`config.mk`:
```
export PLATFORM = sky130hd
export DESIGN_NAME = binary_perceptron_trainer_core
export DESIGN_NICKNAME = d
export VERILOG_FILES = /design/src/sv/bpt_pkg.sv /design/src/sv/binary_perceptron_trainer_core.sv
export SDC_FILE = /design/constraint.sdc
export NUM_CORES = 1
export LEC_CHECK = 0
export BUFFER_PORTS_ARGS = -buffer_cell sky130_fd_sc_hd__clkbuf_2
export CAP_MARGIN = 25
export CORE_ASPECT_RATIO = 1.1
export CORE_MARGIN = 2
export CORE_UTILIZATION = 30
export DETAILED_ROUTE_END_ITERATION = 6
export MAX_ROUTING_LAYER = met4
export SYNTH_ARGS = -nofsm -noshare
export SYNTH_HDL_FRONTEND = slang
export SYNTH_SLANG_ARGS = --single-unit
export TNS_END_PERCENT = 50
```
`constraint.sdc`:
```
create_clock -name clk -period 13.74 [get_ports clk]
set_input_delay 0.687 -clock clk [delete_from_list [all_inputs] [get_ports clk]]
set_output_delay 0.687 -clock clk [all_outputs]
set_load 0.005 [all_outputs]
```
`src/sv/bpt_pkg.sv`:
```
// bpt_pkg: shared types, codes and reset constants for the perceptron trainer
// no dependencies; imported by binary_perceptron_trainer_core
package bpt_pkg;

    // default configuration of the neuron
    localparam int BPT_N_INPUTS    = 9;
    localparam int BPT_WEIGHT_BITS = 16;

    // fixed field widths
    localparam int PIXEL_BITS   = 9;
    localparam int LABEL_BITS   = 4;
    localparam int INDEX_BITS   = 4;
    localparam int WVAL_BITS    = 16;
    localparam int THR_BITS     = 20;
    localparam int SUM_OUT_BITS = 20;
    localparam int COUNT_BITS   = 16;
    localparam int CFG_IDX_BITS = 1;
    localparam int CFG_DATA_BITS = 20;

    // reset values of the configuration registers
    localparam logic signed [THR_BITS-1:0]   THRESHOLD_RST    = 20'sd35;
    localparam logic        [LABEL_BITS-1:0] TARGET_CLASS_RST = 4'd4;

    // configuration register indexes
    typedef enum logic [CFG_IDX_BITS-1:0] {
        REG_THRESHOLD    = 1'b0,
        REG_TARGET_CLASS = 1'b1
    } cfg_reg_t;

    // request operation codes
    typedef enum logic [1:0] {
        OP_TRAIN = 2'd0,
        OP_WRITE = 2'd1,
        OP_READ  = 2'd2,
        OP_NOP   = 2'd3
    } op_t;

    // one captured request
    typedef struct packed {
        op_t                          op;
        logic [PIXEL_BITS-1:0]        pixels;
        logic [LABEL_BITS-1:0]        label;
        logic [INDEX_BITS-1:0]        weight_index;
        logic signed [WVAL_BITS-1:0]  weight_value;
        logic                         clear_counts;
    } item_t;

    // weight values after reset; inputs past the seventh start at zero
    function automatic logic signed [31:0] reset_weight(input int k);
        logic signed [31:0] w;
        case (k)
            0:       w = 32'sd8;
            1:       w = 32'sd7;
            2:       w = 32'sd0;
            3:       w = 32'sd3;
            4:       w = -32'sd9;
            5:       w = 32'sd3;
            6:       w = 32'sd7;
            default: w = 32'sd0;
        endcase
        return w;
    endfunction

endpackage

```
`src/sv/binary_perceptron_trainer_core.sv`:
```
// binary_perceptron_trainer_core: single-neuron perceptron with online training
// depends on bpt_pkg (codes, request struct, reset weights)
// path: an accepted request is held in the request register, then its result in the result register
// throughput: one request per cycle unless the result channel stalls; the weights written
//   by a training request are seen by the very next request, since the whole sum, compare
//   and update runs combinationally between the request register and the result register
// reset: async active low; weights, counters and configuration take their reset values
module binary_perceptron_trainer_core
    import bpt_pkg::*;
#(
    parameter int N_INPUTS    = BPT_N_INPUTS,
    parameter int WEIGHT_BITS = BPT_WEIGHT_BITS
) (
    input  logic                            clk,
    input  logic                            rst_n,

    // configuration write port
    input  logic                            cfg_wr_en,
    input  logic [CFG_IDX_BITS-1:0]         cfg_index,
    input  logic [CFG_DATA_BITS-1:0]        cfg_wdata,

    // request channel
    input  logic                            in_valid,
    output logic                            in_ready,
    input  logic [1:0]                      op,
    input  logic [PIXEL_BITS-1:0]           pixels,
    input  logic [LABEL_BITS-1:0]           label,
    input  logic [INDEX_BITS-1:0]           weight_index,
    input  logic signed [WVAL_BITS-1:0]     weight_value,
    input  logic                            clear_counts,

    // result channel
    output logic                            out_valid,
    input  logic                            out_ready,
    output logic signed [SUM_OUT_BITS-1:0]  weighted_sum,
    output logic                            fired,
    output logic                            correct,
    output logic                            updated,
    output logic [COUNT_BITS-1:0]           match_total,
    output logic [COUNT_BITS-1:0]           change_total,
    output logic signed [WVAL_BITS-1:0]     weight_out
);

    // exact sum width and the width the threshold compare runs at
    localparam int SUM_BITS = WEIGHT_BITS + $clog2(N_INPUTS);
    localparam int CMP_BITS = (SUM_BITS > THR_BITS) ? SUM_BITS : THR_BITS;
    // pixel vector widened to the neuron's input count where that is larger
    localparam int PIX_BITS = (N_INPUTS > PIXEL_BITS) ? N_INPUTS : PIXEL_BITS;
    localparam int WIDE_BITS = 33;

    localparam logic signed [WEIGHT_BITS-1:0] W_MAX = {1'b0, {(WEIGHT_BITS-1){1'b1}}};
    localparam logic signed [WEIGHT_BITS-1:0] W_MIN = {1'b1, {(WEIGHT_BITS-1){1'b0}}};
    localparam logic signed [WIDE_BITS-1:0] W_MAX_W = WIDE_BITS'(W_MAX);
    localparam logic signed [WIDE_BITS-1:0] W_MIN_W = WIDE_BITS'(W_MIN);
    localparam logic signed [WIDE_BITS-1:0] RD_MAX_W =
        WIDE_BITS'((64'sd1 <<< (WVAL_BITS - 1)) - 64'sd1);
    localparam logic signed [WIDE_BITS-1:0] RD_MIN_W =
        WIDE_BITS'(-(64'sd1 <<< (WVAL_BITS - 1)));
    localparam logic signed [CMP_BITS-1:0] SUM_MAX_C =
        CMP_BITS'((64'sd1 <<< (SUM_OUT_BITS - 1)) - 64'sd1);
    localparam logic signed [CMP_BITS-1:0] SUM_MIN_C =
        CMP_BITS'(-(64'sd1 <<< (SUM_OUT_BITS - 1)));
    localparam logic [COUNT_BITS-1:0] COUNT_MAX = '1;

    // configuration registers
    logic signed [THR_BITS-1:0]     threshold_reg;
    logic [LABEL_BITS-1:0]          target_class_reg;

    // neuron state
    logic signed [WEIGHT_BITS-1:0]  weight_reg [N_INPUTS];
    logic signed [WEIGHT_BITS-1:0]  weight_next [N_INPUTS];
    logic [COUNT_BITS-1:0]          match_cnt_reg, match_cnt_next;
    logic [COUNT_BITS-1:0]          change_cnt_reg, change_cnt_next;

    // request register stage
    logic                           s1_valid_reg;
    item_t                          s1_item_reg;

    // result register stage
    logic                           out_valid_reg;
    logic signed [SUM_OUT_BITS-1:0] out_sum_reg, out_sum_next;
    logic                           out_fired_reg, out_fired_next;
    logic                           out_correct_reg, out_correct_next;
    logic                           out_updated_reg, out_updated_next;
    logic signed [WVAL_BITS-1:0]    out_wout_reg, out_wout_next;

    // handshake control
    logic                           advance;
    logic                           s1_fire;
    logic                           in_fire;

    // datapath intermediates
    logic [PIX_BITS-1:0]            pix_wide;
    logic signed [SUM_BITS-1:0]     sum;
    logic signed [CMP_BITS-1:0]     sum_c;
    logic signed [CMP_BITS-1:0]     thr_c;
    logic                           fire_now;
    logic                           positive;
    logic                           learn;
    logic                           idx_ok;
    logic signed [WEIGHT_BITS-1:0]  wr_value;
    logic signed [WEIGHT_BITS-1:0]  rd_weight;
    logic signed [WIDE_BITS-1:0]    wval_w;
    logic signed [WIDE_BITS-1:0]    rd_w;
    logic [COUNT_BITS-1:0]          match_base;
    logic [COUNT_BITS-1:0]          change_base;

    // the result register frees up when empty or when its request is taken;
    // the request stage moves on whenever the result register frees up
    assign advance  = !out_valid_reg || out_ready;
    assign s1_fire  = s1_valid_reg && advance;
    assign in_ready = !s1_valid_reg || advance;
    assign in_fire  = in_valid && in_ready;

    // configuration registers; the user writes them only when no request is in flight; not enforced
    always_ff @(posedge clk or negedge rst_n)
    begin
        if (!rst_n)
        begin
            threshold_reg    <= THRESHOLD_RST;
            target_class_reg <= TARGET_CLASS_RST;
        end
        else if (cfg_wr_en)
        begin
            unique case (cfg_reg_t'(cfg_index))
                REG_THRESHOLD:    threshold_reg    <= THR_BITS'(cfg_wdata);
                REG_TARGET_CLASS: target_class_reg <= cfg_wdata[LABEL_BITS-1:0];
                default:          ;
            endcase
        end
    end

    // request register
    always_ff @(posedge clk or negedge rst_n)
    begin
        if (!rst_n)
        begin
            s1_valid_reg <= 1'b0;
        end
        else if (in_fire)
        begin
            s1_valid_reg <= 1'b1;
        end
        else if (s1_fire)
        begin
            s1_valid_reg <= 1'b0;
        end
    end

    always_ff @(posedge clk)
    begin
        if (in_fire)
        begin
            s1_item_reg.op           <= op_t'(op);
            s1_item_reg.pixels       <= pixels;
            s1_item_reg.label        <= label;
            s1_item_reg.weight_index <= weight_index;
            s1_item_reg.weight_value <= weight_value;
            s1_item_reg.clear_counts <= clear_counts;
        end
    end

    // weighted sum over the set input bits and the firing decision
    always_comb
    begin
        pix_wide = PIX_BITS'(s1_item_reg.pixels);
        sum      = '0;
        for (int k = 0; k < N_INPUTS; k++)
        begin
            if (pix_wide[k])
            begin
                sum = sum + SUM_BITS'(weight_reg[k]);
            end
        end
        sum_c    = CMP_BITS'(sum);
        thr_c    = CMP_BITS'(threshold_reg);
        fire_now = sum_c > thr_c;
        positive = s1_item_reg.label == target_class_reg;
        // learning rule fires on a miss in either direction
        learn    = fire_now != positive;
    end

    // weight select for reads, write value clipped to the weight range
    always_comb
    begin
        idx_ok    = int'(s1_item_reg.weight_index) < N_INPUTS;
        rd_weight = '0;
        for (int k = 0; k < N_INPUTS; k++)
        begin
            if (int'(s1_item_reg.weight_index) == k)
            begin
                rd_weight = weight_reg[k];
            end
        end

        wval_w = WIDE_BITS'(s1_item_reg.weight_value);
        if (wval_w > W_MAX_W)
        begin
            wr_value = W_MAX;
        end
        else if (wval_w < W_MIN_W)
        begin
            wr_value = W_MIN;
        end
        else
        begin
            wr_value = WEIGHT_BITS'(wval_w);
        end

        rd_w = WIDE_BITS'(rd_weight);
    end

    // next state and result for the request leaving the request register
    always_comb
    begin
        for (int k = 0; k < N_INPUTS; k++)
        begin
            weight_next[k] = weight_reg[k];
        end

        // counter clear applies before the request itself
        match_base  = s1_item_reg.clear_counts ? '0 : match_cnt_reg;
        change_base = s1_item_reg.clear_counts ? '0 : change_cnt_reg;
        match_cnt_next  = match_base;
        change_cnt_next = change_base;

        out_sum_next     = '0;
        out_fired_next   = 1'b0;
        out_correct_next = 1'b0;
        out_updated_next = 1'b0;
        out_wout_next    = '0;

        unique case (s1_item_reg.op)
            OP_TRAIN:
            begin
                // reported sum clipped to the output field
                if (sum_c > SUM_MAX_C)
                begin
                    out_sum_next = SUM_OUT_BITS'(SUM_MAX_C);
                end
                else if (sum_c < SUM_MIN_C)
                begin
                    out_sum_next = SUM_OUT_BITS'(SUM_MIN_C);
                end
                else
                begin
                    out_sum_next = SUM_OUT_BITS'(sum_c);
                end
                out_fired_next   = fire_now;
                out_correct_next = !learn;
                out_updated_next = learn;

                if (!learn && match_base != COUNT_MAX)
                begin
                    match_cnt_next = match_base + 1'b1;
                end
                if (learn)
                begin
                    if (change_base != COUNT_MAX)
                    begin
                        change_cnt_next = change_base + 1'b1;
                    end
                    // nudge active weights toward the wanted answer, saturating
                    for (int k = 0; k < N_INPUTS; k++)
                    begin
                        if (pix_wide[k])
                        begin
                            if (positive)
                            begin
                                if (weight_reg[k] != W_MAX)
                                begin
                                    weight_next[k] = weight_reg[k] + WEIGHT_BITS'(1);
                                end
                            end
                            else
                            begin
                                if (weight_reg[k] != W_MIN)
                                begin
                                    weight_next[k] = weight_reg[k] - WEIGHT_BITS'(1);
                                end
                            end
                        end
                    end
                end
            end
            OP_WRITE:
            begin
                for (int k = 0; k < N_INPUTS; k++)
                begin
                    if (int'(s1_item_reg.weight_index) == k)
                    begin
                        weight_next[k] = wr_value;
                    end
                end
            end
            OP_READ:
            begin
                // out-of-range index reads as zero
                if (idx_ok)
                begin
                    if (rd_w > RD_MAX_W)
                    begin
                        out_wout_next = WVAL_BITS'(RD_MAX_W);
                    end
                    else if (rd_w < RD_MIN_W)
                    begin
                        out_wout_next = WVAL_BITS'(RD_MIN_W);
                    end
                    else
                    begin
                        out_wout_next = WVAL_BITS'(rd_w);
                    end
                end
            end
            OP_NOP:
            begin
                // counters only
            end
            default:
            begin
            end
        endcase
    end

    // neuron state, updated as the request moves into the result register
    always_ff @(posedge clk or negedge rst_n)
    begin
        if (!rst_n)
        begin
            for (int k = 0; k < N_INPUTS; k++)
            begin
                weight_reg[k] <= WEIGHT_BITS'(reset_weight(k));
            end
            match_cnt_reg  <= '0;
            change_cnt_reg <= '0;
        end
        else if (s1_fire)
        begin
            for (int k = 0; k < N_INPUTS; k++)
            begin
                weight_reg[k] <= weight_next[k];
            end
            match_cnt_reg  <= match_cnt_next;
            change_cnt_reg <= change_cnt_next;
        end
    end

    // result register
    always_ff @(posedge clk or negedge rst_n)
    begin
        if (!rst_n)
        begin
            out_valid_reg <= 1'b0;
        end
        else if (s1_fire)
        begin
            out_valid_reg <= 1'b1;
        end
        else if (out_ready)
        begin
            out_valid_reg <= 1'b0;
        end
    end

    always_ff @(posedge clk)
    begin
        if (s1_fire)
        begin
            out_sum_reg     <= out_sum_next;
            out_fired_reg   <= out_fired_next;
            out_correct_reg <= out_correct_next;
            out_updated_reg <= out_updated_next;
            out_wout_reg    <= out_wout_next;
        end
    end

    // counters are part of the state, so the result shows them directly
    assign out_valid    = out_valid_reg;
    assign weighted_sum = out_sum_reg;
    assign fired        = out_fired_reg;
    assign correct      = out_correct_reg;
    assign updated      = out_updated_reg;
    assign match_total  = match_cnt_reg;
    assign change_total = change_cnt_reg;
    assign weight_out   = out_wout_reg;

`ifndef SYNTH
    // a request leaving the request register always lands in the result register
    a_fire_lands: assert property (@(posedge clk) disable iff (!rst_n)
        s1_fire |=> out_valid_reg)
        else $error("request lost between stages");

    // a full request stage behind a stalled result must hold off new requests
    a_stall_blocks: assert property (@(posedge clk) disable iff (!rst_n)
        (out_valid_reg && !out_ready && s1_valid_reg) |-> !in_ready)
        else $error("request accepted into a full stage");

    // a learning step never counts as a match
    a_learn_excl: assert property (@(posedge clk) disable iff (!rst_n)
        out_valid_reg |-> !(out_updated_reg && out_correct_reg))
        else $error("updated and correct both set");

    // without a clear the change counter holds or grows by one
    a_change_step: assert property (@(posedge clk) disable iff (!rst_n)
        (s1_fire && !s1_item_reg.clear_counts) |=>
        (change_cnt_reg == $past(change_cnt_reg) ||
         change_cnt_reg == $past(change_cnt_reg) + 16'd1))
        else $error("change counter jumped");

    // without a clear the match counter never falls
    a_match_mono: assert property (@(posedge clk) disable iff (!rst_n)
        (s1_fire && !s1_item_reg.clear_counts) |=> match_cnt_reg >= $past(match_cnt_reg))
        else $error("match counter fell");
`endif

endmodule
```
# Word-level counts from Yosys, hierarchy flattened
# Index checks and enable logic that the tools add are counted.
dict set report totals {
  ff_bits 277
  out_inout_bits 73
  elab_cells 246
}
dict set report op_classes {
  add_sub_neg 28
  n_lt_le_gt_ge 8
  n_eq_ne 69
  n_mux 82
  n_bitwise 4
  reduce_logical 27
}
# op count
set op_table {}
lappend op_table {{16-bit two-way mux} 64}
lappend op_table {{16-bit != test (second input constant)} 20}
lappend op_table {{144-bit one-hot mux with 2 select lines} 1}
lappend op_table {{20-bit two-way mux} 10}
lappend op_table {{20-bit by 16-bit adder with 20-bit output} 8}
lappend op_table {{16-bit by 2-bit adder with 16-bit output (second input constant)} 9}
lappend op_table {{144-bit two-way mux} 1}
lappend op_table {{16-bit by 2-bit subtractor with 16-bit output (second input constant)} 9}
lappend op_table {{7-bit AND reduction} 9}
lappend op_table {{3-bit != test (second input constant)} 18}
lappend op_table {{2-bit != test (second input constant)} 19}
lappend op_table {{16-bit by 1-bit adder with 16-bit output (second input constant)} 2}
lappend op_table {{16-bit greater-than comparator (second input constant)} 2}
lappend op_table {{16-bit less-than comparator (second input constant)} 2}
lappend op_table {{4-bit equality test (second input constant)} 5}
lappend op_table {{20-bit greater-than comparator} 1}
lappend op_table {{20-bit greater-than comparator (second input constant)} 1}
lappend op_table {{20-bit less-than comparator (second input constant)} 1}
lappend op_table {{19-bit two-way mux} 1}
lappend op_table {{15-bit two-way mux} 1}
lappend op_table {{4-bit by 3-bit equality test with 1-bit output (second input constant)} 2}
lappend op_table {{2-bit AND reduction} 3}
lappend op_table {{2-bit nonzero test} 3}
lappend op_table {{4-bit by 2-bit equality test with 1-bit output (second input constant)} 1}
lappend op_table {{14 further kinds} 25}

# Longest topological paths before layout
dict set report depth {
  depth_word 23
  depth_mapped 85
  mapped_depth_nobuf 81
}

# Worst setup path after synthesis
# OpenSTA, ideal clock, no wires.
dict set report synth_path {
  path_kind {flip-flop to flip-flop}
  startpoint {register s1_item_reg (netlist bit pix_wide[0])}
  endpoint {register weight_reg[0] in the netlist's numbering}
  arrival_time_ps 14495
  required_time_ps 13616
  path_slack_ps -879
  stages_incl_launch_ff 78
  path_buffers 4
  synth_period_minus_slack_ps 14619
  cell_sequence {edfxtp_1 > buf_4 > buf_2 > and2_4 > ha_1 > inv_1 > fa_1 > nor2b_1 > o21ai_0 > a21boi_0 > o21a_1 > o21ai_0 > and4_1 > or2_2 > ha_1 > or3_1 > or2_2 > a311o_1 > [... 42 more ...] > a21oi_1 > o21ai_0 > xor2_1 > nand2_1 > xnor2_1 > xor3_1 > inv_1 > ha_1 > nand4_1 > nor3_1 > a211oi_1 > mux2i_1 > xnor2_1 > buf_2 > o211ai_1 > clkbuf_1 > nor2_1 > a211o_1}
}
dict set report synth_via {
  elab_chain_len 21
}
# element line_no
set synth_rtl {}
lappend synth_rtl {{start: declaration} binary_perceptron_trainer_core.sv:77} ;# item_t s1_item_reg;
lappend synth_rtl {{20-bit two-way mux *} binary_perceptron_trainer_core.sv:170} ;# if (pix_wide[k])
lappend synth_rtl {{20-bit by 16-bit adder with 20-bit output} binary_perceptron_trainer_core.sv:172} ;# sum = sum + SUM_BITS'(weight_reg[k]);
lappend synth_rtl {{20-bit two-way mux *} binary_perceptron_trainer_core.sv:170}
lappend synth_rtl {{20-bit by 16-bit adder with 20-bit output} binary_perceptron_trainer_core.sv:172}
lappend synth_rtl {{20-bit two-way mux *} binary_perceptron_trainer_core.sv:170}
lappend synth_rtl {{20-bit by 16-bit adder with 20-bit output} binary_perceptron_trainer_core.sv:172}
lappend synth_rtl {{20-bit two-way mux *} binary_perceptron_trainer_core.sv:170}
lappend synth_rtl {{20-bit by 16-bit adder with 20-bit output} binary_perceptron_trainer_core.sv:172}
lappend synth_rtl {{[... 5 more ...]} -}
lappend synth_rtl {{20-bit by 16-bit adder with 20-bit output} binary_perceptron_trainer_core.sv:172}
lappend synth_rtl {{20-bit two-way mux *} binary_perceptron_trainer_core.sv:170}
lappend synth_rtl {{20-bit by 16-bit adder with 20-bit output} binary_perceptron_trainer_core.sv:172}
lappend synth_rtl {{20-bit two-way mux *} binary_perceptron_trainer_core.sv:170}
lappend synth_rtl {{20-bit greater-than comparator *} binary_perceptron_trainer_core.sv:177} ;# fire_now = sum_c > thr_c;
lappend synth_rtl {{1-bit != test *} binary_perceptron_trainer_core.sv:180} ;# learn = fire_now != positive;
lappend synth_rtl {{2-bit != test (no source line) *} -}
lappend synth_rtl {{7-bit AND reduction (no source line) *} -}
lappend synth_rtl {{end signal: indexed assignment} binary_perceptron_trainer_core.sv:332} ;# weight_reg[k] <= WEIGHT_BITS'(reset_weight(k));
lappend synth_rtl {{end signal: indexed assignment} binary_perceptron_trainer_core.sv:341} ;# weight_reg[k] <= weight_next[k];
lappend synth_rtl {{end: declaration} binary_perceptron_trainer_core.sv:70} ;# logic signed [WEIGHT_BITS-1:0] weight_reg [N_INPUTS];
# Every way passes the cells marked *; elsewhere a longest branch is shown, timed or not.
# A chain may end at the register's enable or synchronous reset.

# Worst setup path in the final report
dict set report layout_path {
  startpoint {register s1_item_reg (netlist bit pix_wide[0])}
  endpoint {register weight_reg[16] in the netlist's numbering}
}
# The elaborated chain is that of the path after synthesis.

==> flow_metrics.py <==
metrics = {
    "setup_path": {
        "r2r_start": "pix_wide[0]",
        "cp_slowest_cell": "or4_1",
        "critPathMaxFanout": 8,
        "worst-setup-path-type": "flop to flop",
        "cp.required_ns": 14.20,
        "r2r_end": "weight_reg[16]",
        "worst_path_most_repeated_cell": "ha_4",
        "rr_worst_depth": 70,
        "r2r_setup_slack_ns": -0.18,
        "crit_path_end_kind": "flop",
        "arrival_ns": 14.38,
        "slowest_delay_ns": 0.53,
        "start_kind": "flop",
    },
    "synthesis": {
        "muxShareOfSynthArea_pct": 2.19,
        "yosys.area_share.adder_pct": 14.4,
        "synthesis.area_mm2": 0.0285,
        "ys_seq_area_share_pct": 25.8,
        "yosysTopAreaCell": "dfrtp_1",
        "yosysWarningCount": 0,
        "synth_top_area_share_pct": 15.1,
        "synth_cell_type_count": 92,
        "yosys-top-cells-area": "dfrtp_1, ha_1, edfxtp_1",
        "ys_seq_elements": 277,
        "synthCells": 3513,
        "ys.flop_type": "dfrtp_1",
        "yosys.area_share.simple_pct": 19.9,
        "synth_nets": 3892,
        "synth-edff-count": 75,
        "synth_top_family_by_area": "compound AO/OA/AOI/OAI gates",
        "synth_compound_area_share_pct": 26.6,
        "async_flop_share_pct": 72.9,
        "synthXorXnorAreaFrac_pct": 7.23,
        "synth_area_per_cell_um2": 8.11,
    },
    "sta": {
        "rsz0062_at_grt": "yes",
        "hold_viol_final": 0,
        "fin_crit_ns": 13.92,
        "fin_skew_ns": 0.0237,
        "maxSlewHeadroom_pct": 21.0,
        "finalCritPeriodShare_pct": 101,
        "finalMaxSlewViolations": 0,
        "tns_ns": -5.98,
        "layout_setup_ws_ns": -0.181,
        "max_clock_freq_mhz": 71.8,
        "tightest_slew_ns": 1.18,
        "finalSetupViolCount": 115,
    },
    "run_status": {
        "outcome": "finished with violations",
        "violations": "negative setup slack",
    },
    "global_route": {
        "track_usage_pct": 23.0,
        "grt_max_degree": 128,
        "antenna_found_initial": 0,
        "grt_overflow_total": 0,
        "grt_pass1_vias": 28600,
        "grt_pass1_wl_mm": 170,
    },
    "die": {
        "die-area_mm2": 0.0975,
        "boundaryPins": 135,
        "die_x_um": 298,
        "row_count": 118,
        "start_util_pct": 30.2,
        "core_mm2": 0.0942,
        "die_h_um": 327,
    },
    "hold_path": {
        "hold_class": "input pin to asynchronous set/reset pin",
    },
    "routing": {
        "drc": 0,
        "ant_nets": 0,
        "routed-via-count": 30100,
        "first_pass_iters": 6,
        "wl_per_cell_um": 21.2,
        "drt-initial-drc-count": 2536,
        "viasPerCell": 5.58,
        "wl_mm": 114,
    },
    "clock_tree": {
        "cts_tree": "built",
        "clk_path_buf_depth": 3,
        "cts.sinks": 277,
        "root_buffer": "clkbuf_16",
        "cts-buffers-inserted": 36,
        "clk_latency_ns": 0.58,
        "path_clk_slew_ns": 0.06,
        "cts_max_level": 2,
    },
    "placed_design": {
        "place_congestion": 0.976,
        "post-dp-hpwl_mm": 84.4,
        "io_buffers": 134,
    },
    "job": {
        "cap_viol_max_count": 0,
    },
    "finish": {
        "nets": 4484,
        "layout-drive-gt1-share_pct": 28.5,
        "synthToLayoutAreaGrowth_pct": 33.0,
        "antennaDiodeCount": 0,
        "largest_register_ff_count": 144,
    },
}
[per-stage QoR]
stage	hold slack (ns)	setup WS, ns	cells	util [%]	instance area, um2
floorplan	0.391	0.00454	3513	-	28600
global placement	0.480	-1.06	5237	36.1	34000
detailed placement	0.505	-1.16	5243	36.2	34100
finish	0.109	-0.181	5393	40.2	37900
CTS	0.145	-0.0128	5359	38.7	36400
global route	0.146	-0.848	5393	40.2	37900
[placed cells by master, fill, tap and decap left out, types with 40 or more instances in the layout]
cell type / netlist / layout
buf_4: 2 / 501
clkbuf_2: 0 / 133
o21a_1: 48 / 46
nand2_2: 0 / 65
nand4_1: 55 / 55
ha_1: 300 / 266
nor4_1: 48 / 40
a21oi_1: 305 / 278
o21bai_1: 44 / 42
clkbuf_16: 0 / 44
nor2_1: 199 / 186
nand2_1: 380 / 310
a211oi_1: 54 / 41
xnor2_1: 140 / 132
nand3_1: 87 / 81
o211ai_1: 49 / 49
xor2_1: 90 / 85
dfrtp_1: 172 / 172
a21o_1: 92 / 91
o21ai_1: 5 / 108
and2_1: 46 / 40
edfxtp_1: 75 / 75
o21ai_0: 323 / 181
nor3_1: 85 / 69
inv_1: 145 / 138
[Yosys cell counts (all sizes together) (38+ instances only)]
cell,number
a21o,92
nor4,49
and2,47
or3,41
xnor2,140
edfxtp,75
nor3,85
xor2,90
a21oi,305
o211ai,49
mux2,41
nand2,380
clkbuf,118
o21ai,328
inv,145
ha,300
o21a,48
o21bai,44
nor2,199
a211oi,55
a31oi,43
and3,40
nand4,55
dfrtp,172
nand3,87
nor2b,38
[cells by family after synthesis]
kind of cell    Yosys count
compound gates         1191
flops                   277
fa+ha+maj               317
simple gates           1148
buf+inv                 292
mux                      56
xor+xnor                232
[how the worst max path moves through the flow]
| stage | startpoint | end | slack [ns] | cells past startpoint |
|---|---|---|---|---|
| after global placement | weight_reg[112] | change_total[13] | -1.06 | 75 |
| after floorplan | pix_wide[0] | weight_reg[0] | 0.005 | 77 |
| after global routing | pix_wide[0] | weight_reg[16] | -0.85 | 80 |
| after detailed placement | weight_reg[112] | change_total[15] | -1.16 | 75 |
| final | pix_wide[0] | weight_reg[16] | -0.18 | 70 |
| after CTS | pix_wide[0] | weight_reg[80] | -0.01 | 78 |
[layer usage]
| layer | wire length, um | track usage, % | up-vias |
|---|---|---|---|
| met3 | 6770 | 2.73 | 271 |
| met2 | 52800 | 36.8 | 1015 |
| met5 | 0 | - | - |
| met4 | 6640 | 12.1 | 0 |
| li1 | - | - | 14300 |
| met1 | 48000 | 28.5 | 14500 |
[what timing repair did]
| action | 4_1_cts | 5_1_grt |
|---|---|---|
| setup endpoints to repair | 179 | 179 |
| hold buffers | 0 | 0 |
| gates cloned | 2 | 15 |
| pin swaps | 63 | 87 |
| setup buffers | 49 | 19 |
| gates resized for setup | 151 | 383 |
[final cells by class]
| cell class | instances | area (um2) |
|---|---|---|
| Fill cell | 9485 | 56300 |
| Multi-Input combinational cell | 2944 | 21800 |
| Sequential cell | 277 | 7340 |
| Timing Repair Buffer | 697 | 5410 |
| Tap cell | 1260 | 1580 |
| Clock buffer | 45 | 945 |
| Inverter | 149 | 564 |
| Clock inverter | 21 | 226 |
[critical path: cells and delay by family (launching register included)]
kind            cells  cell delay, ns
simple gates       21            4.32
buf+inv            12            1.58
fa+ha+maj           9            2.01
flops               1            0.38
mux                 3            0.70
compound gates     20            3.53
xor+xnor            5            1.27
Power is left out: the tool's default activity adds up to more than one toggle a clock period on the data nets, which glitch-free logic cannot reach.
